`src/rtl/core/spq_pkg.sv`:
```
`timescale 1ns / 1ps
// ----------------------------------------------------------------------------
// Stable priority queue package
// Shared sizes, entry layout, command bundle and status codes.
// ----------------------------------------------------------------------------
package spq_pkg;

   localparam int DEPTH   = 8;
   localparam int CNT_W   = $clog2(DEPTH + 1);
   localparam int TAG_W   = 16;
   localparam int PRIO_W  = 2;
   localparam int OCC_W   = 4;

   localparam logic [PRIO_W-1:0] PRIO_LEAST = 2'd2;

   typedef enum logic [1:0] {
      ST_DONE  = 2'd0,
      ST_FULL  = 2'd1,
      ST_EMPTY = 2'd2
   } status_type;

   typedef enum logic {
      FN_ENQ = 1'b0,
      FN_DEQ = 1'b1
   } func_type;

   typedef struct packed {
      logic [PRIO_W-1:0] prio;
      logic [TAG_W-1:0]  tag;
   } entry_type;

   // Command broadcast to every cell of the chain.
   typedef struct packed {
      logic      enq;
      logic      deq;
      entry_type new_entry;
   } cmd_type;

endpackage

```
`src/rtl/core/spq_cell.sv`:
```
`timescale 1ns / 1ps
// ----------------------------------------------------------------------------
// Stable priority queue cell
// One slot of the sorted chain; keeps, inserts or shifts its entry.
// ----------------------------------------------------------------------------
module spq_cell (
   input  logic               clock,
   input  spq_pkg::cmd_type   cmd,
   input  logic               valid,
   input  logic               left_stays,
   input  spq_pkg::entry_type left_entry,
   input  spq_pkg::entry_type right_entry,
   output spq_pkg::entry_type entry,
   output logic               stays
);

   spq_pkg::entry_type entry_ff;
   spq_pkg::entry_type entry_in;

   // An entry stays put when it is at least as urgent as the new one.
   assign stays = valid && (entry_ff.prio <= cmd.new_entry.prio);
   assign entry = entry_ff;

   always_comb begin
      entry_in = entry_ff;
      if (cmd.enq) begin
         if (stays) begin
            entry_in = entry_ff;
         end else if (left_stays) begin
            entry_in = cmd.new_entry;
         end else begin
            entry_in = left_entry;
         end
      end else if (cmd.deq) begin
         entry_in = right_entry;
      end
   end

   always_ff @(posedge clock) begin
      entry_ff <= entry_in;
   end

endmodule

```
`src/rtl/core/stable_priority_queue_unit.sv`:
```
`timescale 1ns / 1ps
// ----------------------------------------------------------------------------
// Stable priority queue unit
// Bounded priority queue held sorted in a chain of cells, FIFO within a level.
// ----------------------------------------------------------------------------
//
//   Channel | Direction | Contents
//   --------+-----------+------------------------------------------------------
//   req_*   | in        | tuser = func; tdata = tag, priority_req
//   rsp_*   | out       | tdata = status, out_tag, out_priority, occupancy
//
// Every request is handled in the cycle it is accepted; its response appears
// in the output register on the next cycle, so one request per cycle flows
// while the receiver keeps taking responses. The rate is set by the cell
// chain, which compares and shifts every slot at once.
// A request is accepted while the response register is empty or being drained.
// Reset empties the queue at once; slot contents need no clearing.
// ----------------------------------------------------------------------------
module stable_priority_queue_unit (
   input  logic        clock,
   input  logic        reset,
   input  logic        req_tvalid,
   output logic        req_tready,
   input  logic [0:0]  req_tuser,   // [0] func
   input  logic [23:0] req_tdata,   // [15:0] tag, [17:16] priority_req, [23:18] zero
   output logic        rsp_tvalid,
   input  logic        rsp_tready,
   output logic [23:0] rsp_tdata    // [1:0] status, [17:2] out_tag,
                                    // [19:18] out_priority, [23:20] occupancy
);

   localparam int N = spq_pkg::DEPTH;

   logic [spq_pkg::CNT_W-1:0] count_ff;
   logic [spq_pkg::CNT_W-1:0] count_in;
   logic                      rsp_valid_ff;
   logic                      rsp_valid_in;
   logic [23:0]               rsp_data_ff;
   logic [23:0]               rsp_data_in;

   logic                     accept;
   logic                     is_full;
   logic                     is_empty;
   logic [spq_pkg::PRIO_W-1:0] req_prio;
   spq_pkg::cmd_type         cmd;
   spq_pkg::status_type      status;
   spq_pkg::entry_type       head;

   spq_pkg::entry_type cell_entry [N];
   logic [N-1:0]       cell_stays;
   logic [N-1:0]       cell_valid;

   assign req_tready = !rsp_valid_ff || rsp_tready;
   assign accept     = req_tvalid && req_tready;
   assign is_full    = (count_ff == spq_pkg::CNT_W'(N));
   assign is_empty   = (count_ff == '0);

   // A priority of three is outside the range and counts as least urgent.
   assign req_prio = (req_tdata[17:16] > spq_pkg::PRIO_LEAST) ? spq_pkg::PRIO_LEAST
                                                              : req_tdata[17:16];

   always_comb begin
      cmd.new_entry.tag  = req_tdata[15:0];
      cmd.new_entry.prio = req_prio;
      cmd.enq = accept && (req_tuser[0] == spq_pkg::FN_ENQ) && !is_full;
      cmd.deq = accept && (req_tuser[0] == spq_pkg::FN_DEQ) && !is_empty;
   end

   // The chain: cell 0 is the head; new entries enter where the prefix of
   // stay-put cells ends, and a dequeue shifts everything toward the head.
   generate
      for (genvar i = 0; i < N; i++) begin : g_cell
         assign cell_valid[i] = (spq_pkg::CNT_W'(i) < count_ff);
         spq_cell u_cell (
            .clock       (clock),
            .cmd         (cmd),
            .valid       (cell_valid[i]),
            .left_stays  ((i == 0) ? 1'b1 : cell_stays[(i == 0) ? 0 : i - 1]),
            .left_entry  (cell_entry[(i == 0) ? 0 : i - 1]),
            .right_entry (cell_entry[(i == N - 1) ? i : i + 1]),
            .entry       (cell_entry[i]),
            .stays       (cell_stays[i])
         );
      end
   endgenerate

   assign head = cell_entry[0];

   always_comb begin
      count_in = count_ff;
      if (cmd.enq) begin
         count_in = count_ff + 1'b1;
      end else if (cmd.deq) begin
         count_in = count_ff - 1'b1;
      end
   end

   always_comb begin
      status = spq_pkg::ST_DONE;
      if (req_tuser[0] == spq_pkg::FN_ENQ) begin
         if (is_full) begin
            status = spq_pkg::ST_FULL;
         end
      end else if (is_empty) begin
         status = spq_pkg::ST_EMPTY;
      end
   end

   always_comb begin
      rsp_valid_in = rsp_valid_ff;
      rsp_data_in  = rsp_data_ff;
      if (accept) begin
         rsp_valid_in        = 1'b1;
         rsp_data_in         = '0;
         rsp_data_in[1:0]    = status;
         if (cmd.deq) begin
            rsp_data_in[17:2]  = head.tag;
            rsp_data_in[19:18] = head.prio;
         end
         rsp_data_in[23:20]  = spq_pkg::OCC_W'(count_in);
      end else if (rsp_tready) begin
         rsp_valid_in = 1'b0;
      end
   end

   always_ff @(posedge clock) begin
      if (reset) begin
         count_ff     <= '0;
         rsp_valid_ff <= 1'b0;
      end else begin
         count_ff     <= count_in;
         rsp_valid_ff <= rsp_valid_in;
      end
      rsp_data_ff <= rsp_data_in;
   end

   assign rsp_tvalid = rsp_valid_ff;
   assign rsp_tdata  = rsp_data_ff;

   // The fill count never exceeds the number of cells.
   a_count_bound: assert property (@(posedge clock) disable iff (reset)
      count_ff <= spq_pkg::CNT_W'(N))
      else $error("queue count exceeds depth");

   // A successful enqueue grows the queue by one.
   a_enq_count: assert property (@(posedge clock) disable iff (reset)
      cmd.enq |=> count_ff == $past(count_ff) + 1'b1)
      else $error("enqueue did not increment count");

   // A successful dequeue shrinks the queue by one.
   a_deq_count: assert property (@(posedge clock) disable iff (reset)
      cmd.deq |=> count_ff == $past(count_ff) - 1'b1)
      else $error("dequeue did not decrement count");

   // A rejected request leaves the queue untouched.
   a_reject_hold: assert property (@(posedge clock) disable iff (reset)
      accept && status != spq_pkg::ST_DONE |=> $stable(count_ff))
      else $error("rejected request changed count");

endmodule

```
`config.mk`:
```
export PLATFORM = sky130hd
export DESIGN_NAME = stable_priority_queue_unit
export DESIGN_NICKNAME = d
export VERILOG_FILES = /design/src/rtl/core/spq_pkg.sv /design/src/rtl/core/spq_cell.sv /design/src/rtl/core/stable_priority_queue_unit.sv
export SDC_FILE = /design/constraint.sdc
export NUM_CORES = 1
export LEC_CHECK = 0
export ABC_AREA = 0
export BUFFER_PORTS_ARGS = -buffer_cell sky130_fd_sc_hd__buf_2
export CAP_MARGIN = 10
export CORE_ASPECT_RATIO = 2
export CORE_MARGIN = 4
export CORE_UTILIZATION = 32
export DETAILED_ROUTE_END_ITERATION = 8
export MAX_ROUTING_LAYER = met4
export PLACE_DENSITY_LB_ADDON = 0.12
export SLEW_MARGIN = 10
export SYNTH_ARGS = -nofsm -noshare
export SYNTH_HDL_FRONTEND = slang
export SYNTH_SLANG_ARGS = --single-unit
```
`constraint.sdc`:
```
create_clock -name clock -period 3.15 [get_ports clock]
set_clock_uncertainty 0.2 [all_clocks]
set_input_delay 0.315 -clock clock [delete_from_list [all_inputs] [get_ports clock]]
set_output_delay 0.315 -clock clock [all_outputs]
set_load 0.01 [all_outputs]
```
== Word level (Yosys, flattened, before mapping) ==
Cells that the tools add are included.
W data, S select, Z words.
Storage, ports and cells
  bits in registers: 173
  output and inout bits: 26
Operators by class
  magnitude comparators: 17
  equal/unequal tests: 8
  multiplexer cells: 36
  add/sub/neg operators: 2
  bitwise logic cells: 2
  reductions and logical operators: 28
Operator list (count)
  $mux W18: 28
  $le A2 B2 Y1: 8
  $lt A3 B4 Y1 const A: 4
  $reduce_and A2 Y1: 8
  $ne A2 B2 Y1 const B: 7
  $logic_and A1 B1 Y1: 13
  $lt A1 B4 Y1 const A: 2
  $lt A2 B4 Y1 const A: 2
  $mux W4: 2
  $mux W2: 3
  $add A4 B1 Y4 const B: 1
  $eq A4 B4 Y1 const B: 1
  $logic_not A4 Y1: 1
  $reduce_bool A2 Y1: 2
  $sub A4 B1 Y4 const B: 1
  $logic_not A1 Y1: 3
  $mux W1: 3
  $gt A2 B2 Y1 const B: 1
  $not A1 Y1: 2
  $logic_or A1 B1 Y1: 1

== Logic depth before layout (Yosys ltp) ==
Gate-level depths: netlist (run 1).
  word-level depth: 7
  mapped depth: 10
  mapped depth without buffers: 6

== Hierarchy ==
Synthesis (run 1) repeated with hierarchy kept, for this count alone.
Second synthesis, totals
  cell total of the unflattened synthesis: 811
  area total of the unflattened synthesis: 9285.2 µm²
Modules (own cells, without submodules)
  spq_cell: cells an instance 88, area an instance 993.5 µm², sequential area each 540.5 µm², times used 8
  stable_priority_queue_unit: cells an instance 107, area an instance 1337.5 µm², sequential area each 820.8 µm², times used 1

== Worst setup path after synthesis (run 1) ==
OpenSTA, ideal clock, no wires.
  kind: register to register
  start point: reg count_ff[0] in the netlist's numbering
  end point: reg g_cell[7].u_cell.entry_ff, in the netlist g_cell[7].u_cell.entry[0], enable pin
  arrival time: 2.389 ns
  stages on the path, launching flop included: 8
  data required time: 2.546 ns
  clock period less this slack: 2.993 ns
  setup slack: 0.157 ns
  cell sequence: dfxtp_1 inv_1 ha_1 nand3b_1 nand4b_1 clkbuf_1 clkbuf_1 a31oi_1
Between the ends
  longest elaborated chain between the ends: 4
  elaborated cells on any way between the ends: 7
  those cells by class: order compare (1); eq/ne (1); bitwise (1); reduce/logical (4)
Ends and longest elaborated chain
  start: declaration: RTL line stable_priority_queue_unit.sv:34  | logic [spq_pkg::CNT_W-1:0] count_ff;
  start signal: assignment: RTL line stable_priority_queue_unit.sv:131  | count_ff <= count_in;
  $lt A3 B4 Y1 / $eq A4 B4 Y1 (equally long branches): RTL line stable_priority_queue_unit.sv:73, stable_priority_queue_unit.sv:55
  $logic_and A1 B1 Y1 / $logic_not A1 Y1 (equally long branches): RTL line spq_cell.sv:21, stable_priority_queue_unit.sv:65
  $not A1 Y1 (no line) / $logic_and A1 B1 Y1 (equally long branches)
  $reduce_and A2 Y1 (no line) *
  end signal: assignment: RTL line spq_cell.sv:40  | entry_ff <= entry_in;
  end: declaration: RTL line spq_cell.sv:17  | spq_pkg::entry_type entry_ff;
Mark *: on every way between the ends. The rest lies on a longest branch, timed or not.
A chain may end at the register's enable or synchronous reset.

==> results of run 1 <==
-- sequential cells by signal, summed over array words and instances (netlist names) --
register	count
rsp_tdata	24
rsp_tvalid	1
g_cell.u_cell.entry	144
count_ff	4
-- worst max-delay path, cell delays in order, from the launching register on --
cell and delay (ps):
dfxtp_1 450, inv_1 100, ha_1 270, nand3b_1 170
and4b_4 510, buf_12 260, buf_4 300, o211ai_1 160
o211ai_1 130
-- repair_timing --
| action | in CTS | in global routing |
|---|---|---|
| hold buffers | 15 | 0 |
| buffers inserted | 0 | 0 |
| hold endpoints to repair | 17 | 0 |
-- layout by cell type, fill, tap and decap left out, drive strengths merged, types with 3 or more instances in the layout --
cell	synthesis	final
buf	38	91
nor2	16	16
clkinv	0	3
mux2	19	19
ha	11	11
or2	7	7
dfxtp	5	5
bufinv	0	3
clkbuf	32	20
nand4	3	3
a21o	9	9
inv	7	9
o22ai	3	3
nor2b	5	5
a21oi	14	14
a31oi	10	10
nand4b	3	3
nand2	155	155
nand2b	14	14
dlygate4sd3	0	15
o21ai	24	24
o211ai	193	193
edfxtp	168	168
o2111ai	4	4
and2	19	19
-- routing by layer --
layer  vias to the layer above  GRT usage, %
li1                       3134             -
met1                      3349          17.8
met2                       145          31.5
met3                        28          3.04
met4                         0          5.21
met5                         -             -
-- worst max path at each step --
| stage | start | cells after the start | end | slack (ps) |
|---|---|---|---|---|
| global route | count_ff[1]$_SDFF_PP0_ | 8 | g_cell[3].u_cell.entry[11]$_DFFE_PP_ | 270 |
| global placement | req_tdata[17] | 7 | g_cell[0].u_cell.entry[11]$_DFFE_PP_ | 450 |
| detailed placement | req_tdata[17] | 7 | g_cell[0].u_cell.entry[11]$_DFFE_PP_ | 390 |
| floorplan | count_ff[0]$_SDFF_PP0_ | 7 | g_cell[7].u_cell.entry[0]$_DFFE_PP_ | 160 |
| CTS | count_ff[1]$_SDFF_PP0_ | 8 | g_cell[3].u_cell.entry[11]$_DFFE_PP_ | 440 |
| finish | count_ff[1]$_SDFF_PP0_ | 8 | g_cell[6].u_cell.entry[12]$_DFFE_PP_ | 430 |
-- cell families after synthesis --
group / synth area share, %
DFF: 57.5
adders and majority gates: 1.54
xor gates and xnor gates: 0.0979
buffers and inverters: 4.66
and+or+nand+nor: 11.6
AOI/OAI and AO/OA: 21.8
muxes: 2.77
-- final cells by class --
type	count	area [um2]
clock buffers	20	437
inverters	7	26.3
flip-flops and latches	173	5140
repair buffers	106	838
fillers	2795	17100
clock inverters	10	141
well taps	352	440
multi-input cells	531	3390
-- metrics by stage --
step | std cells | area, um2 | utilization, %
floorplan | 781 | 8940 | -
global placement | 1154 | 9690 | 35.2
detailed placement | 1154 | 9690 | 35.2
CTS | 1199 | 10400 | 37.8
global route | 1199 | 10400 | 37.8
finish | 1199 | 10400 | 37.8
-- report_power, final --
| group | internal (mW) | total [mW] | switching, mW |
|---|---|---|---|
| clock | 1.24 | 2.13 | 0.892 |
| sequential | 2.85 | 2.98 | 0.123 |
| combinational | 0.404 | 1.07 | 0.668 |
==> flow_summary.toml, run 1 <==
[worst_setup_path]
rr_worst_depth = 8
required_ps = 3230
path_max_fanout = 39
crit_path_start_kind = "register"
critPathArrivalTime_ps = 2800
end_kind = "register"
criticalPathCategory = "register to register"
r2r_end = "g_cell[6].u_cell.entry[12]$_DFFE_PP_"
r2r_slack_ps = 430
r2r-start = "count_ff[1]$_SDFF_PP0_"

[sta]
relSlewSlack_pct = 63.2
tns_ps = 0
timing.final.max_slew_violations = 0
finalHoldViolCount = 0
rsz0062_at_grt = "no"
max_clock_freq_mhz = 367
worst_slack_ps = 428
worstMarginPinSlew_ps = 552
setup_viol_count_final = 0
fin_crit_sh_pct = 86.4
holdWs_ps = 38.6
period_minus_slack_ps = 2720

[global_routing]
grt_usage_pct = 16.8
antenna_found_initial = 0
grt-ovfl-total = 0
grt_pass1_wl_um = 40100
grt_max_degree = 74
grt_pass1_vias = 7150

[yosys]
synth_warnings = 0
syn_nets = 821
yosysTopAreaCell = "edfxtp_1"
ys_ff_latch = 173
yosys.cell_types.count = 47
synth_cells = 781
ys_seq_area_share_pct = 57.5
synthTopCellsByArea = "edfxtp_1 (56%), o211ai_1 (16%), nand2_1 (6.5%), ha_1 (1.5%), mux2_4 (1.5%)"
yosys-top-cells-count = "o211ai_1 (191), edfxtp_1 (168), nand2_1 (155)"
syn_area_um2 = 8940
ys_async_sr_fraction_pct = 0
yosysMostFrequentCell = "o211ai_1"
synth_edf_count = 168
ys.flop_type = "edfxtp_1"
synth_top_area_share_pct = 56.4
postSynthAreaPerCell_um2 = 11.5

[cts]
htreeDepth = 4
post_cts_resized = 0
cts_root_buf = "clkbuf_16"
cts_buffer_depth = 2
path_clk_slew_ps = 70
clk_latency_ps = 440
cts_tree = "built"
cts_sinks = 173
cts_buffers = 17

[routing]
dr.max_layer_used = "met4"
m1WireLength_um = 9670
drtAntennaViolNets = 0
avgViaCountPerCell = 5.55
drt-initial-drc-count = 475
drc = 0
met2WireLength_um = 14100
first_pass_iters = 7
vias = 6656
wl_per_cell_um = 20.8
met3WireLength_um = 781
wirelength_um = 25000

[floorplanning]
core_um2 = 27500
ios = 55
initial_utilization_pct = 32.5
fp-row-count = 86
die_area_um2 = 30900
dieWidth_um = 126
die_h_um = 244

[power]
p_per_area_nw_per_um2 = 593
max-vdd-ir-drop_v = 0.000368
total_power_mw = 6.18
total_leakage_power_nw = 3.69

[min_path]
hp-class = "primary input to register"
min_to = "g_cell[7].u_cell.entry[5]$_DFFE_PP_"
hp-start = "req_tdata[5]"
hold_depth = 2

[layout]
area_growth_pct = 16.5
antenna_cells = 0
drive_above_1_share_pct = 18.1
nNetsFinal = 876

[placed_design]
finalWeightedCongestion = 0.821
pre_cts_slack_ps = 393
dpl.hpwl_um = 19000
port_buffers = 48

[outcome]
outcome = "completed"

[job]
drv_cap = 0
No activity file was read; power rests on OpenSTA's default activity.
==> run 2: changes to the inputs <==
Settings changed: CTS_CLUSTER_SIZE from default to 28, GPL_TIMING_DRIVEN from default to 0.
Clock period 3.15 ns to 3 ns, I/O delays scaled along.
==> run 2 against run 1 <==
Against the previous run:
- maximum frequency is 4.6% lower
- non-clock buffer count is 28 higher
- core utilization is 0.32 points higher
- worst hold slack worse by 8.3 ps
- power increased by 4.7%
- design area is 0.84% higher
- wire length up 11%
- first-iteration DRC count fell by 19%
- critical path type unchanged
- critical endpoint is now g_cell[1].u_cell.entry[17]$_DFFE_PP_
- largest cell class unchanged
- largest power group unchanged
==> flow_summary.toml, run 2 (synthesis gave the netlist of run 1 again) <==
[worst_setup_path]
cp_slowest_cell = "o21ai_0"
r2r-start = "g_cell[0].u_cell.entry[17]$_DFFE_PP_"
criticalPathCategory = "register to register"
critPathMaxStageDelay_ps = 580
path_max_fanout = 10
r2r_slack_ps = 150
end_kind = "register"
r2r_end = "g_cell[1].u_cell.entry[17]$_DFFE_PP_"
crit_path_start_kind = "register"
required_ps = 2960
rr_worst_depth = 7
critPathArrivalTime_ps = 2810
crit_chain = "ha_1 -> nor2b_1 -> a31o_2 -> clkbuf_1 -> clkbuf_2 -> o21ai_0 -> a21oi_1"

[sta]
fin_crit_sh_pct = 95.1
tns_ps = 0
max_clock_freq_mhz = 350
finalHoldViolCount = 0
period_minus_slack_ps = 2850
worstMarginPinSlew_ps = 992
setup_viol_count_final = 0
relSlewSlack_pct = 33.4
worst_slack_ps = 147
rsz0062_at_grt = "no"
timing.final.max_slew_violations = 0
holdWs_ps = 30.3

[layout]
nNetsFinal = 908
largest_reg_flops = 144
fin_util_pct = 38.1
layout_common_cells = "o211ai_1 (191), edfxtp_1 (168), nand2_1 (155), buf_2 (66), clkbuf_1 (32)"
final_area_um2 = 10500
layout_commonest_cell = "o211ai_1"
drive_above_1_share_pct = 19.1
nFillCells = 2836
antenna_cells = 0
fin_cells = 1233
area_growth_pct = 17.5

[placed_design]
dpl.hpwl_um = 21600
pre_cts_slack_ps = -668
port_buffers = 46
finalWeightedCongestion = 0.800
place_inst = 1180
placed_area_um2 = 9630

[global_routing]
grt-busiest-layer = "met2"
grt-ovfl-total = 0
grt_use_met1_pct = 16.7
grt_usage_pct = 18.3
groute.layer.met3.usage_pct = 3.28
antenna_found_initial = 0
grt_pass1_vias = 7008
met2_usage_pct = 36.4
grt_pass1_wl_um = 41400
grt_max_degree = 25

[routing]
drtAntennaViolNets = 0
wirelength_um = 27800
avgViaCountPerCell = 5.28
first_pass_iters = 4
wl_per_cell_um = 22.5
drt-initial-drc-count = 387
vias = 6513
drc = 0

[floorplanning]
die_h_um = 244
die_area_um2 = 30900
core_um2 = 27500
fp-row-count = 86
dieWidth_um = 126
initial_utilization_pct = 32.5
ios = 55

[cts]
cts_tree = "built"
htreeDepth = 4
cts_sinks = 173
cts_buffers = 17
path_clk_slew_ps = 60
clk_latency_ps = 440
cts_root_buf = "clkbuf_16"
cts_buffer_depth = 2

[min_path]
hp-start = "req_tdata[3]"
hp-class = "primary input to register"
min_to = "g_cell[7].u_cell.entry[3]$_DFFE_PP_"
hold_depth = 2

[power]
max-vdd-ir-drop_v = 0.000390
total_power_mw = 6.47
total_leakage_power_nw = 3.71
p_per_area_nw_per_um2 = 616

[job]
drv_cap = 0

[outcome]
outcome = "completed"
-- run 2: cell types whose count changed in the layout (fill, tap and decap cells not counted), sizes merged --
cell,change
clkinv,+6
bufinv,-1
a21o,+4
dlygate4sd3,-1
clkbuf,+30
inv,-2
buf,-2
-- run 2: repair_timing --
| item | CTS | global route |
|---|---|---|
| pin swaps | 1 | 4 |
| setup endpoints to repair | 146 | 145 |
| hold endpoints to repair | 16 | 0 |
| cloned | 0 | 4 |
| hold buffers | 14 | 0 |
| resized for setup | 12 | 22 |
| buffers inserted | 3 | 0 |
-- run 2: report_power, final --
part | switching [mW] | leakage (nW) | internal, mW
registers | 0.136 | 1.64 | 3.00
clock network | 0.974 | 0.271 | 1.21
logic | 0.736 | 1.80 | 0.414
-- run 2: final cells by class --
class                           count  area, um2  area share (%)
Tap cell                          352        440            4.19
Multi-Input combinational cell    535       3530            33.6
Clock buffer                       19        433            4.12
Buffer                             70        405            3.86
Sequential cell                   173       5150            49.0
Clock inverter                     13        125            1.19
Timing Repair Buffer               64        404            3.85
Inverter                            7       26.3           0.250
-- run 2: per-layer routing --
layer	vias up	wire, um
li1	3206	-
met1	3127	9570
met2	137	16500
met3	43	839
met4	0	811
met5	-	0
-- run 2: worst max-delay path by stage --
stage	startpoint	to	slack (ps)	cells past startpoint
floorplan	count_ff[0]$_SDFF_PP0_	g_cell[7].u_cell.entry[0]$_DFFE_PP_	7	7
CTS	count_ff[1]$_SDFF_PP0_	g_cell[6].u_cell.entry[0]$_DFFE_PP_	-160	8
finish	g_cell[0].u_cell.entry[17]$_DFFE_PP_	g_cell[1].u_cell.entry[17]$_DFFE_PP_	150	7
detailed placement	req_tdata[17]	g_cell[5].u_cell.entry[12]$_DFFE_PP_	-670	8
global placement	count_ff[1]$_SDFF_PP0_	g_cell[7].u_cell.entry[11]$_DFFE_PP_	-1550	7
global route	count_ff[0]$_SDFF_PP0_	g_cell[3].u_cell.entry[16]$_DFFE_PP_	10	8
-- run 2: worst max-delay path: cells and delay by family (launching register included) --
family / cells / cell delay, ps
flip-flops: 1 / 500
buffers and inverters: 2 / 460
adder cells (fa/ha/maj): 1 / 390
AND/OR/NAND/NOR: 1 / 70
AO/OA/AOI/OAI: 3 / 950
